## src/hw/rtl/ptst_pkg.sv

```systemverilog
// Package for the periodic schedule table block: sizes, codes and transfer types.
// No dependencies; imported by every module of the block except ptst_ram.
package ptst_pkg;

  localparam int unsigned NUM_TABLES       = 4;
  localparam int unsigned EVENTS_PER_TABLE = 8;
  localparam int unsigned TICK_SCALE       = 1;

  localparam int unsigned NUM_EVENTS = NUM_TABLES * EVENTS_PER_TABLE;
  localparam int unsigned TBL_W      = (NUM_TABLES > 1) ? $clog2(NUM_TABLES) : 1;
  localparam int unsigned EVT_W      = (EVENTS_PER_TABLE > 1) ? $clog2(EVENTS_PER_TABLE) : 1;
  localparam int unsigned EV_IDX_W   = (NUM_EVENTS > 1) ? $clog2(NUM_EVENTS) : 1;
  localparam int unsigned TS_W       = $clog2(TICK_SCALE + 1);
  localparam int unsigned PROD_W     = 17 + TS_W;

  typedef enum logic [2:0] {
    CMD_TICK   = 3'd0,
    CMD_START  = 3'd1,
    CMD_STOP   = 3'd2,
    CMD_HEADER = 3'd3,
    CMD_EVENT  = 3'd4
  } cmd_t;

  typedef enum logic [1:0] {
    ST_OK             = 2'd0,
    ST_BAD_TRANSITION = 2'd1,
    ST_UNKNOWN_ID     = 2'd2
  } status_t;

  typedef struct packed {
    logic [2:0]  cmd;
    logic [1:0]  table_slot;
    logic [2:0]  event_slot;
    logic [15:0] table_ident;
    logic [3:0]  event_total;
    logic        start_active;
    logic [15:0] timeout_ms;
    logic [7:0]  task_number;
  } in_item_t;

  typedef struct packed {
    logic       is_activation;
    logic [7:0] task_out;
    logic [1:0] status;
    logic       last;
  } out_item_t;

  typedef struct packed {
    logic [15:0] period;
    logic [7:0]  task_id;
    logic [15:0] count;
  } evt_word_t;

  localparam int unsigned EVT_WORD_W = $bits(evt_word_t);

  typedef struct packed {
    logic load;
    logic walk;
    logic finish;
  } ctl_cmd_t;

  typedef struct packed {
    logic walk_last;
  } dp_stat_t;

endpackage

```

## src/hw/rtl/periodic_task_schedule_table.sv

```systemverilog
// Top level of the periodic schedule table block: sequencer plus datapath.
// Depends on ptst_pkg, ptst_ctrl, ptst_dp (and ptst_ram through ptst_dp).
//
// Channel  Ports                          Transfer
// input    start, busy, in_data           rising edge with start high, busy low
// result   out_strobe, out_data           every cycle out_strobe is high
//
// A tick holds busy through the walk of every event RAM entry and the flush and
// finish states: one entry is read per cycle, with the counter update written
// back in the following cycle. Other commands go straight to the finish state.
// Results leave a register in the cycle after they are formed; the final status
// result shows as busy drops. Reset is synchronous; the event RAM needs no
// clearing pass, entries read as zero until written. The receiver cannot stall.
module periodic_task_schedule_table (
  input  logic                 clk,
  input  logic                 rst_n,
  input  logic                 start,
  input  ptst_pkg::in_item_t   in_data,
  output logic                 busy,
  output logic                 out_strobe,
  output ptst_pkg::out_item_t  out_data
);

  import ptst_pkg::*;

  ctl_cmd_t ctl;
  dp_stat_t stat;
  logic     is_tick;

  assign is_tick = (in_data.cmd == CMD_TICK);

  ptst_ctrl u_ctrl (
    .clk     (clk),
    .rst_n   (rst_n),
    .start   (start),
    .is_tick (is_tick),
    .stat    (stat),
    .ctl     (ctl),
    .busy    (busy)
  );

  ptst_dp u_dp (
    .clk        (clk),
    .rst_n      (rst_n),
    .in_data    (in_data),
    .ctl        (ctl),
    .stat       (stat),
    .out_strobe (out_strobe),
    .out_data   (out_data)
  );

  a_accept_busy: assert property (@(posedge clk) disable iff (!rst_n)
    start && !busy |=> busy)
    else $error("accepted command did not raise busy");

  a_done_status: assert property (@(posedge clk) disable iff (!rst_n)
    $past(rst_n) && $fell(busy) |-> out_strobe && out_data.last)
    else $error("command finished without final status transfer");

  a_act_in_tick: assert property (@(posedge clk) disable iff (!rst_n)
    out_strobe && out_data.is_activation |-> busy && !out_data.last)
    else $error("activation transfer outside a tick walk");

endmodule

```

## src/hw/rtl/ptst_ram.sv

```systemverilog
// Generic single-write, single-read RAM with registered read data.
// No dependencies.
module ptst_ram #(
  parameter int unsigned WIDTH = 8,
  parameter int unsigned DEPTH = 32,
  localparam int unsigned AW = (DEPTH > 1) ? $clog2(DEPTH) : 1
) (
  input  logic             clk,
  input  logic             we,
  input  logic [AW-1:0]    waddr,
  input  logic [WIDTH-1:0] wdata,
  input  logic [AW-1:0]    raddr,
  output logic [WIDTH-1:0] rdata
);

  logic [WIDTH-1:0] mem [DEPTH];
  logic [WIDTH-1:0] rdata_r;

  always_ff @(posedge clk) begin
    if (we) begin
      mem[waddr] <= wdata;
    end
    rdata_r <= mem[raddr];
  end

  assign rdata = rdata_r;

endmodule

```

## src/hw/rtl/ptst_ctrl.sv

```systemverilog
// Sequencer for the schedule table block: accepts commands, runs the tick walk.
// Depends on ptst_pkg.
module ptst_ctrl (
  input  logic                clk,
  input  logic                rst_n,
  input  logic                start,
  input  logic                is_tick,
  input  ptst_pkg::dp_stat_t  stat,
  output ptst_pkg::ctl_cmd_t  ctl,
  output logic                busy
);

  import ptst_pkg::*;

  typedef enum logic [3:0] {
    S_IDLE  = 4'b0001,
    S_WALK  = 4'b0010,
    S_FLUSH = 4'b0100,
    S_FIN   = 4'b1000
  } state_t;

  state_t state_r, state_nxt;

  always_comb begin
    state_nxt  = state_r;
    ctl        = '0;
    unique case (state_r)
      S_IDLE: begin
        if (start) begin
          ctl.load  = 1'b1;
          state_nxt = is_tick ? S_WALK : S_FIN;
        end
      end
      S_WALK: begin
        ctl.walk = 1'b1;
        if (stat.walk_last) begin
          state_nxt = S_FLUSH;
        end
      end
      S_FLUSH: begin
        state_nxt = S_FIN;
      end
      S_FIN: begin
        ctl.finish = 1'b1;
        state_nxt  = S_IDLE;
      end
      default: begin
        state_nxt = S_IDLE;
      end
    endcase
  end

  always_ff @(posedge clk) begin
    if (!rst_n) begin
      state_r <= S_IDLE;
    end else begin
      state_r <= state_nxt;
    end
  end

  assign busy = (state_r != S_IDLE);

endmodule

```

## src/hw/rtl/ptst_dp.sv

```systemverilog
// Datapath: table registers, event RAM with read-modify-write pipe, result register.
// Depends on ptst_pkg and ptst_ram.
module ptst_dp (
  input  logic                 clk,
  input  logic                 rst_n,
  input  ptst_pkg::in_item_t   in_data,
  input  ptst_pkg::ctl_cmd_t   ctl,
  output ptst_pkg::dp_stat_t   stat,
  output logic                 out_strobe,
  output ptst_pkg::out_item_t  out_data
);

  import ptst_pkg::*;

  in_item_t              item_r;
  logic [TBL_W-1:0]      t_r;
  logic [EVT_W-1:0]      e_r;
  logic [NUM_TABLES-1:0] tbl_act_r;
  logic [15:0]           tbl_id_r  [NUM_TABLES];
  logic [3:0]            tbl_cnt_r [NUM_TABLES];
  logic [NUM_EVENTS-1:0] evt_vld_r;
  logic                  upd_v_r;
  logic [EV_IDX_W-1:0]   upd_idx_r;
  logic                  out_strobe_r;
  out_item_t             out_data_r;

  logic [EV_IDX_W-1:0]   walk_addr;
  logic                  walk_en;
  logic [EV_IDX_W-1:0]   wr_idx;
  logic                  wr_ok;
  logic                  hdr_ok;
  logic                  hit;
  logic [TBL_W-1:0]      hit_idx;
  logic [TBL_W-1:0]      hdr_idx;
  status_t               status;
  logic                  st_from;
  logic                  is_chg;

  logic [EVT_WORD_W-1:0] rd_bits;
  evt_word_t             cur;
  logic [15:0]           cnt1;
  logic [PROD_W-1:0]     prod;
  logic                  fire;
  logic                  ram_we;
  logic [EV_IDX_W-1:0]   ram_waddr;
  evt_word_t             ram_wdata;

  assign walk_addr = EV_IDX_W'(int'(t_r) * EVENTS_PER_TABLE + int'(e_r));
  assign walk_en   = tbl_act_r[t_r] && (int'(e_r) < int'(tbl_cnt_r[t_r]));
  assign stat.walk_last = (t_r == TBL_W'(NUM_TABLES - 1)) &&
                          (e_r == EVT_W'(EVENTS_PER_TABLE - 1));

  assign hdr_ok = int'(item_r.table_slot) < NUM_TABLES;
  assign wr_ok  = hdr_ok && (int'(item_r.event_slot) < EVENTS_PER_TABLE);
  assign hdr_idx = TBL_W'(item_r.table_slot);
  assign wr_idx  = EV_IDX_W'(int'(item_r.table_slot) * EVENTS_PER_TABLE +
                             int'(item_r.event_slot));

  // lowest matching table slot
  always_comb begin
    hit     = 1'b0;
    hit_idx = '0;
    for (int i = NUM_TABLES - 1; i >= 0; i--) begin
      if (tbl_id_r[i] == item_r.table_ident) begin
        hit     = 1'b1;
        hit_idx = TBL_W'(i);
      end
    end
  end

  assign is_chg  = (item_r.cmd == CMD_START) || (item_r.cmd == CMD_STOP);
  assign st_from = (item_r.cmd == CMD_STOP);

  always_comb begin
    status = ST_OK;
    if (is_chg) begin
      priority if (!hit) begin
        status = ST_UNKNOWN_ID;
      end else if (tbl_act_r[hit_idx] != st_from) begin
        status = ST_BAD_TRANSITION;
      end else begin
        status = ST_OK;
      end
    end
  end

  // counter update; fire when (cnt1 + 1) * TICK_SCALE > period
  assign cur  = evt_vld_r[upd_idx_r] ? evt_word_t'(rd_bits) : '0;
  assign cnt1 = cur.count + 16'd1;
  assign prod = (PROD_W'(cnt1) + PROD_W'(1)) * PROD_W'(TICK_SCALE);
  assign fire = prod > PROD_W'(cur.period);

  always_comb begin
    ram_we    = 1'b0;
    ram_waddr = upd_idx_r;
    ram_wdata = '{period: cur.period, task_id: cur.task_id,
                  count: (fire ? 16'd0 : cnt1)};
    if (upd_v_r) begin
      ram_we = 1'b1;
    end else if (ctl.finish && (item_r.cmd == CMD_EVENT) && wr_ok) begin
      ram_we    = 1'b1;
      ram_waddr = wr_idx;
      ram_wdata = '{period: item_r.timeout_ms, task_id: item_r.task_number,
                    count: 16'd0};
    end
  end

  ptst_ram #(
    .WIDTH (EVT_WORD_W),
    .DEPTH (NUM_EVENTS)
  ) u_evt_ram (
    .clk   (clk),
    .we    (ram_we),
    .waddr (ram_waddr),
    .wdata (ram_wdata),
    .raddr (walk_addr),
    .rdata (rd_bits)
  );

  always_ff @(posedge clk) begin
    if (ctl.load) begin
      item_r <= in_data;
    end
    upd_idx_r <= walk_addr;
    if (upd_v_r && fire) begin
      out_data_r <= '{is_activation: 1'b1, task_out: cur.task_id,
                      status: ST_OK, last: 1'b0};
    end else begin
      out_data_r <= '{is_activation: 1'b0, task_out: 8'd0,
                      status: status, last: 1'b1};
    end
  end

  always_ff @(posedge clk) begin
    if (!rst_n) begin
      t_r          <= '0;
      e_r          <= '0;
      tbl_act_r    <= '0;
      evt_vld_r    <= '0;
      upd_v_r      <= 1'b0;
      out_strobe_r <= 1'b0;
      for (int i = 0; i < NUM_TABLES; i++) begin
        tbl_id_r[i]  <= '0;
        tbl_cnt_r[i] <= '0;
      end
    end else begin
      upd_v_r      <= ctl.walk && walk_en;
      out_strobe_r <= (upd_v_r && fire) || ctl.finish;
      if (ctl.load) begin
        t_r <= '0;
        e_r <= '0;
      end else if (ctl.walk && !stat.walk_last) begin
        if (e_r == EVT_W'(EVENTS_PER_TABLE - 1)) begin
          e_r <= '0;
          t_r <= t_r + TBL_W'(1);
        end else begin
          e_r <= e_r + EVT_W'(1);
        end
      end
      if (ctl.finish) begin
        if (is_chg && (status == ST_OK)) begin
          tbl_act_r[hit_idx] <= !st_from;
        end
        if ((item_r.cmd == CMD_HEADER) && hdr_ok) begin
          tbl_id_r[hdr_idx]  <= item_r.table_ident;
          tbl_cnt_r[hdr_idx] <= item_r.event_total;
          tbl_act_r[hdr_idx] <= item_r.start_active;
        end
        if ((item_r.cmd == CMD_EVENT) && wr_ok) begin
          evt_vld_r[wr_idx] <= 1'b1;
        end
      end
    end
  end

  assign out_strobe = out_strobe_r;
  assign out_data   = out_data_r;

endmodule

```

## config.mk

```make
export PLATFORM = sky130hd
export DESIGN_NAME = periodic_task_schedule_table
export DESIGN_NICKNAME = d
export VERILOG_FILES = /design/src/hw/rtl/ptst_pkg.sv /design/src/hw/rtl/periodic_task_schedule_table.sv /design/src/hw/rtl/ptst_ram.sv /design/src/hw/rtl/ptst_ctrl.sv /design/src/hw/rtl/ptst_dp.sv
export SDC_FILE = /design/constraint.sdc
export NUM_CORES = 2
export LEC_CHECK = 0
export BUFFER_PORTS_ARGS = -buffer_cell sky130_fd_sc_hd__buf_2
export CORE_UTILIZATION = 45
export DETAILED_ROUTE_END_ITERATION = 8
export GPL_ROUTABILITY_DRIVEN = 0
export PLACE_DENSITY_LB_ADDON = 0.1
export SLEW_MARGIN = 10
export SYNTH_ARGS = -nofsm -noshare
export SYNTH_HDL_FRONTEND = slang
export SYNTH_SLANG_ARGS = --single-unit
```

## constraint.sdc

```tcl
create_clock -name clk -period 8.6 [get_ports clk]
set_input_delay 1.29 -clock clk [delete_from_list [all_inputs] [get_ports clk]]
set_output_delay 1.29 -clock clk [all_outputs]
set_load 0.02 [all_outputs]
```

---- Yosys cells after proc, flatten, opt, wreduce, memory -nomap -nowiden ----
Memory sizes are Yosys's and may differ from the RTL's. A register that Yosys moved wholly into a read port is not among the register bits.
Cells that the tools add are included.
storage, ports and cells
  RAM bits ................................ 1360
  latch bits .............................. 0
  register bits after elaboration ......... 117
  bits in read-only memories .............. 0
  memories ................................ 3
  logic and storage cells ................. 143
memory list
  name                depth  width  read ports  clocked after Yosys merged registers in  write ports  line            RTL
  u_dp.u_evt_ram.mem  32     40     1           1                                        1            ptst_ram.sv:16  logic [WIDTH-1:0] mem [DEPTH];
  u_dp.tbl_id_r       4      16     4           0                                        4            ptst_dp.sv:19   logic [15:0] tbl_id_r [NUM_TABLES];
  u_dp.tbl_cnt_r      4      4      1           1                                        4            ptst_dp.sv:20   logic [3:0] tbl_cnt_r [NUM_TABLES];
cells by class
  multiply operators ...................... 0
  reduce and logical (&&, ||, !) cells .... 22
  bitwise logic cells ..................... 2
  $lt $le $gt $ge ......................... 10
  equal/unequal tests ..................... 18
  divide/modulo/power cells ............... 0
  add/subtract/negate cells ............... 6
  shifts and indexed selects .............. 0
  multiplexer cells ....................... 62
operator list
  kind                     count
  $mux W40                 3
  $eq A16 B16 Y1           4
  $mux W16                 2
  $mux W4                  8
  $or A32 B32 Y32          1
  $mux W1                  26
  $mux W2                  10
  $gt A18 B16 Y1           1
  $add A16 B1 Y17 const B  1
  $add A16 B1 Y16 const B  1
  $reduce_or A16 Y1        1
  $lt A5 B6 Y1 const B     2
  $mux W12                 1
  $pmux W4 S3              1
  $add A5 B3 Y5            2
  $logic_and A1 B1 Y1      10
  $mux W5                  2
  $lt A2 B3 Y1 const B     3
  $bwmux W4                2
  $eq A3 B2 Y1 const B     2
  $eq A3 B3 Y1 const B     2
  $reduce_and A2 Y1        3
  $bmux W1 S5              1
  $demux W1 S5             1
  25 further kinds         30

---- Logic depth before layout (Yosys ltp) ----
An unclocked memory read counts as a cell.
  word-level depth ........................ 19
  depth in mapped cells ................... 28
  mapped depth without buffers ............ 22

---- Hierarchy ----
From an unflattened synthesis, not the netlist that was laid out.
second synthesis, totals
  cells, all modules ...................... 3752
  area, all modules ....................... 60241.5 um2
modules (own cells, without submodules)
  module                        cells an instance  area an instance (um2)  times used
  ptst_ram                      2813               50564.7                 1
  ptst_dp                       918                9455.3                  1
  ptst_ctrl                     20                 211.5                   1
  periodic_task_schedule_table  1                  10.0                    1

---- Worst setup path after synthesis ----
OpenSTA, ideal clock, no wires.
  kind .................................... register to register
  start ................................... register u_dp.upd_idx_r[2]
  end ..................................... memory u_dp.u_evt_ram.mem[0][13] (netlist bit), data pin
  buffers on the path ..................... 5
  period minus slack after synthesis ...... 7.108 ns
  data required time ...................... 8.139 ns
  setup slack ............................. 1.492 ns
  arrival time ............................ 6.647 ns
  cell stages (with the launch flop) ...... 26
  path through ............................ dfxtp_1 clkbuf_1 buf_2 mux4_2 mux4_2 mux2_2 clkbuf_1 clkbuf_1 nand2_1 inv_1 ha_1 clkbuf_1 nand3_1 nand2_1 o21ai_0 nor3b_1 nand3_1 xor2_1 and2_1 ha_1 and3_1 nand4_1 a221oi_1 o31ai_1 nand3b_1 nor3b_1
RTL lines
  what                    line            RTL
  start, declared         ptst_dp.sv:23   logic [EV_IDX_W-1:0] upd_idx_r;
  start signal, assigned  ptst_dp.sv:124  upd_idx_r <= walk_addr;
  end, declared           ptst_ram.sv:16

==> parameters.txt <==
Parameter                              Value

Outcome
  Result of the run    completed

Timing
  Final Hold Viols    0
  Minimum clock period    7.46 ns
  Unrepaired setup endpoints after global routing    no
  Worst slew slack as a fraction of its limit    0.150
  Final Max Tran Viols    0
  Post-Route Setup TNS    0 ns
  Worst-case clock skew    0.0397 ns
  Top achievable clock speed    134 MHz
  # setup viols final    0
  Transition time of the tightest slew-check pin    1.27 ns
  Fin crit share    0.867

CTS
  Deepest clock path buffer count    3
  Clock latency on the worst-skew pair    0.80 ns
  Post-CTS Setup Inserts    0
  Num Clock Sinks    1519
  Clock tree from TritonCTS    yes
  Root buffer cell    sky130_fd_sc_hd__clkbuf_16
  Inserted Clock Buffers    159
  Gates resized, CTS repair    0
  H-tree depth    4
  Clock Pin Slew Worst Setup and Hold Paths    0.06 ns
  Hold buffer count at cts    0

Detailed routing
  Via count    29043
  DRT antenna net count    0
  DRC marker count from the first detailed-route iteration    3002
  First-pass DRT Iterations    5
  Wire length per cell    31.1 um
  Wirelength, routed    152000 um
  Per-cell via count in the routed design    5.93
  Number of design rule violations left after detail routing    0

Logic synthesis
  Top cell type by total area after synthesis    sky130_fd_sc_hd__edfxtp_1
  Syn_nets    2926
  Fraction of synthesized cell area taken by the top area cell type    0.717
  Mapped Avg Cell Area    20.8 sq um
  Library cell with the highest instance count after synthesis    sky130_fd_sc_hd__edfxtp_1
  Top cells by area in the synthesized netlist    sky130_fd_sc_hd__edfxtp_1 (72%), sky130_fd_sc_hd__mux4_2 (16%), sky130_fd_sc_hd__dfxtp_1 (3.6%)
  Register bit total from synthesis    1519
  Count of flip-flops with a built-in enable after synthesis    1413
  Fraction of synthesis flops using an asynchronous set or reset pin    0
  Most numerous cell types in the synthesized netlist    sky130_fd_sc_hd__edfxtp_1 (1413), sky130_fd_sc_hd__mux4_2 (415), sky130_fd_sc_hd__nor2_1 (160), sky130_fd_sc_hd__clkbuf_1 (121), sky130_fd_sc_hd__nand2_1 (107)
  Sequential element share of the synthesized area    0.753
  Count of yosys warnings during synthesis    0
  Synth cell types    56
  Synthesized area    59200 sq um
  Post-synthesis instance total    2846
  Leading register cell type out of synthesis    sky130_fd_sc_hd__edfxtp_1

Place
  Detail Placement HPWL    77100 um
  Area after DPL    62200 sq um
  Post-placement cell count    4605
  Count of input and output buffers    69

Worst setup path
  Register-to-register setup slack    1.14 ns
  Bufs and invs on worst path    2
  Cell at the slowest stage of the critical path    sky130_fd_sc_hd__dfxtp_1
  Cell Chain, Critical Path    mux4_2 > mux4_2 > mux2_2 > nand2_1 > inv_1 > ha_1 > nand3_1 > nand2_1 > o21ai_0 > nor3b_1 > nand3_1 > xor2_1 > and2_1 > ha_1 > and3_1 > nand4_1 > a221oi_1 > o31ai_1 > nand4b_1 > nor2_1 > buf_4
  Data arrival time at the worst-slack endpoint    8.04 ns
  Endpoint type of the worst setup path    flop
  Delay of the slowest cell on the worst path    0.80 ns
  Top cell family by delay on the critical path    simple AND/OR/NAND/NOR gates
  Crit path required time    9.18 ns
  Crit Path Max Fanout    32
  Type of origin of the critical path    flop
  Crit path kind    flop to flop

Power
  P_leak    0.0186 uW
  Power Dens Cells    224 nW/um^2
  Worst-case vdd ir drop    0.201 mV

GRT
  Number of antenna violations at the first check in global routing    0
  Pin count of the biggest net entering global routing    136
  Aggregate global-route resource usage    0.233
  Via count of the first global-routing pass    29329
  Wire length of the first global-routing pass    215000 um
  Congestion Overflow GR    0

Cells and area
  NumNets Final    3104
  Final cell utilization of the core    0.520
  Non-Filler Cell Area, Final    67600 sq um
  Filler cells    10211
  Area added between synthesis and finish    14.2%
  Share of post-route cells with drive strength above 1    0.293
  Final cell count without fillers    4901
  ANT cells    0

Floorplanning
  Placement Rows    132
  I/O pin cnt    70
  Starting utilization of the core area    0.455
  Total core area    130000 sq um
  Die height    365 um
  Die width    365 um
  Area enclosed by the die boundary    133000 sq um

Job
  Number of maximum-capacitance constraint violations    0

Worst hold path
  Worst min-delay path class    flop to flop
==> logic make-up after synthesis <==
kind of cell,after synthesis,synth area share
AND/OR/NAND/NOR,423,0.0342
adder cells (fa/ha/maj),24,0.00508
AO/OA/AOI/OAI,130,0.0139
multiplexers,465,0.167
XOR/XNOR,93,0.0138
flip-flops,1519,0.753
buffers and inverters,192,0.0125
==> where the power goes <==
group	internal, uW	switching [uW]
Combinational	49.4	82.6
Sequential	8010	37.4
Clock	4110	2820
==> layer usage <==
metal | part of all wire | wire length (um) | up-vias | global-route usage
li1 | - | - | 12005 | -
met1 | 0.43 | 66200 | 15829 | 0.332
met2 | 0.48 | 73400 | 1007 | 0.371
met3 | 0.058 | 8890 | 202 | 0.0370
met4 | 0.025 | 3750 | 0 | 0.0713
met5 | 0 | 0 | - | 0
==> cell type report <==
type	instances	area, sq um	share of cell area
Clock buffer	238	4610	0.0682
Clock inverter	58	721	0.0107
Inverter	34	128	0.00189
Timing Repair Buffer	175	1190	0.0176
Sequential cell	1519	44600	0.660
Tap cell	1742	2180	0.0323
Multi-Input combinational cell	1135	14200	0.210
==> worst paths after layout <==
check,start,endpoint,cells after the start
worst max-delay path,u_dp.upd_idx_r[1]$_DFF_P_,u_dp.u_evt_ram.mem[6][10]$_DFFE_PP_,21
worst min-delay path,u_dp.u_evt_ram.rdata[23]$_DFF_P_,u_dp.out_data[10]$_SDFF_PN0_,2
worst max register to register,u_dp.upd_idx_r[1]$_DFF_P_,u_dp.u_evt_ram.mem[6][10]$_DFFE_PP_,21
worst min register to register,u_dp.u_evt_ram.rdata[23]$_DFF_P_,u_dp.out_data[10]$_SDFF_PN0_,2
==> metrics by stage <==
stage	total power (uW)	setup WS, ns	hold WS, ns
2_1_floorplan	8270	1.49	0.353
3_3_place_gp	8330	1.31	0.443
3_5_place_dp	8330	1.14	0.452
4_1_cts	15200	1.10	0.460
5_1_grt	15500	0.639	0.475
6_report	15100	1.14	0.456
==> sequential cells by signal, summed over array words and instances, names as in the netlist, named ones only <==
register,count
u_dp.evt_vld_r,32
u_dp.upd_v_r,1
u_dp.e_r,3
u_ctrl.state_r,4
u_dp.tbl_id_r,64
u_dp.t_r,2
u_dp.tbl_cnt_r,16
u_dp.tbl_act_r,4
u_dp.hdr_idx,2
u_dp.out_strobe,1
u_dp.u_evt_ram.mem,1280
u_dp.item_r,51
u_dp.out_data,12
u_dp.u_evt_ram.rdata,40
u_dp.upd_idx_r,5
==> worst reg2reg max path: cells and delay by family, from the launching register on <==
| family | cells | cell delay, ns |
|---|---|---|
| AO/OA/AOI/OAI | 3 | 0.66 |
| multiplexers | 3 | 1.52 |
| buffers and inverters | 2 | 0.43 |
| adder cells (fa/ha/maj) | 2 | 0.62 |
| AND/OR/NAND/NOR | 10 | 3.03 |
| XOR/XNOR | 1 | 0.20 |
| flip-flops | 1 | 0.80 |
==> placed cells by master, fill, tap and decap left out, drive strengths merged, types with 12 or more instances in the layout <==
master     n
clkbuf   238
nor3      24
and2      13
xor2      31
nand2    107
nor2b     17
xnor2     62
mux4     415
nand4     19
o21ai     39
dfxtp    106
buf      175
nand3     16
o21a      26
nor4      12
a31oi     17
clkinv    38
bufinv    13
a21oi     22
ha        24
inv       39
edfxtp  1413
nor2     160
mux2      45
Power figures use the tool's default switching activity.
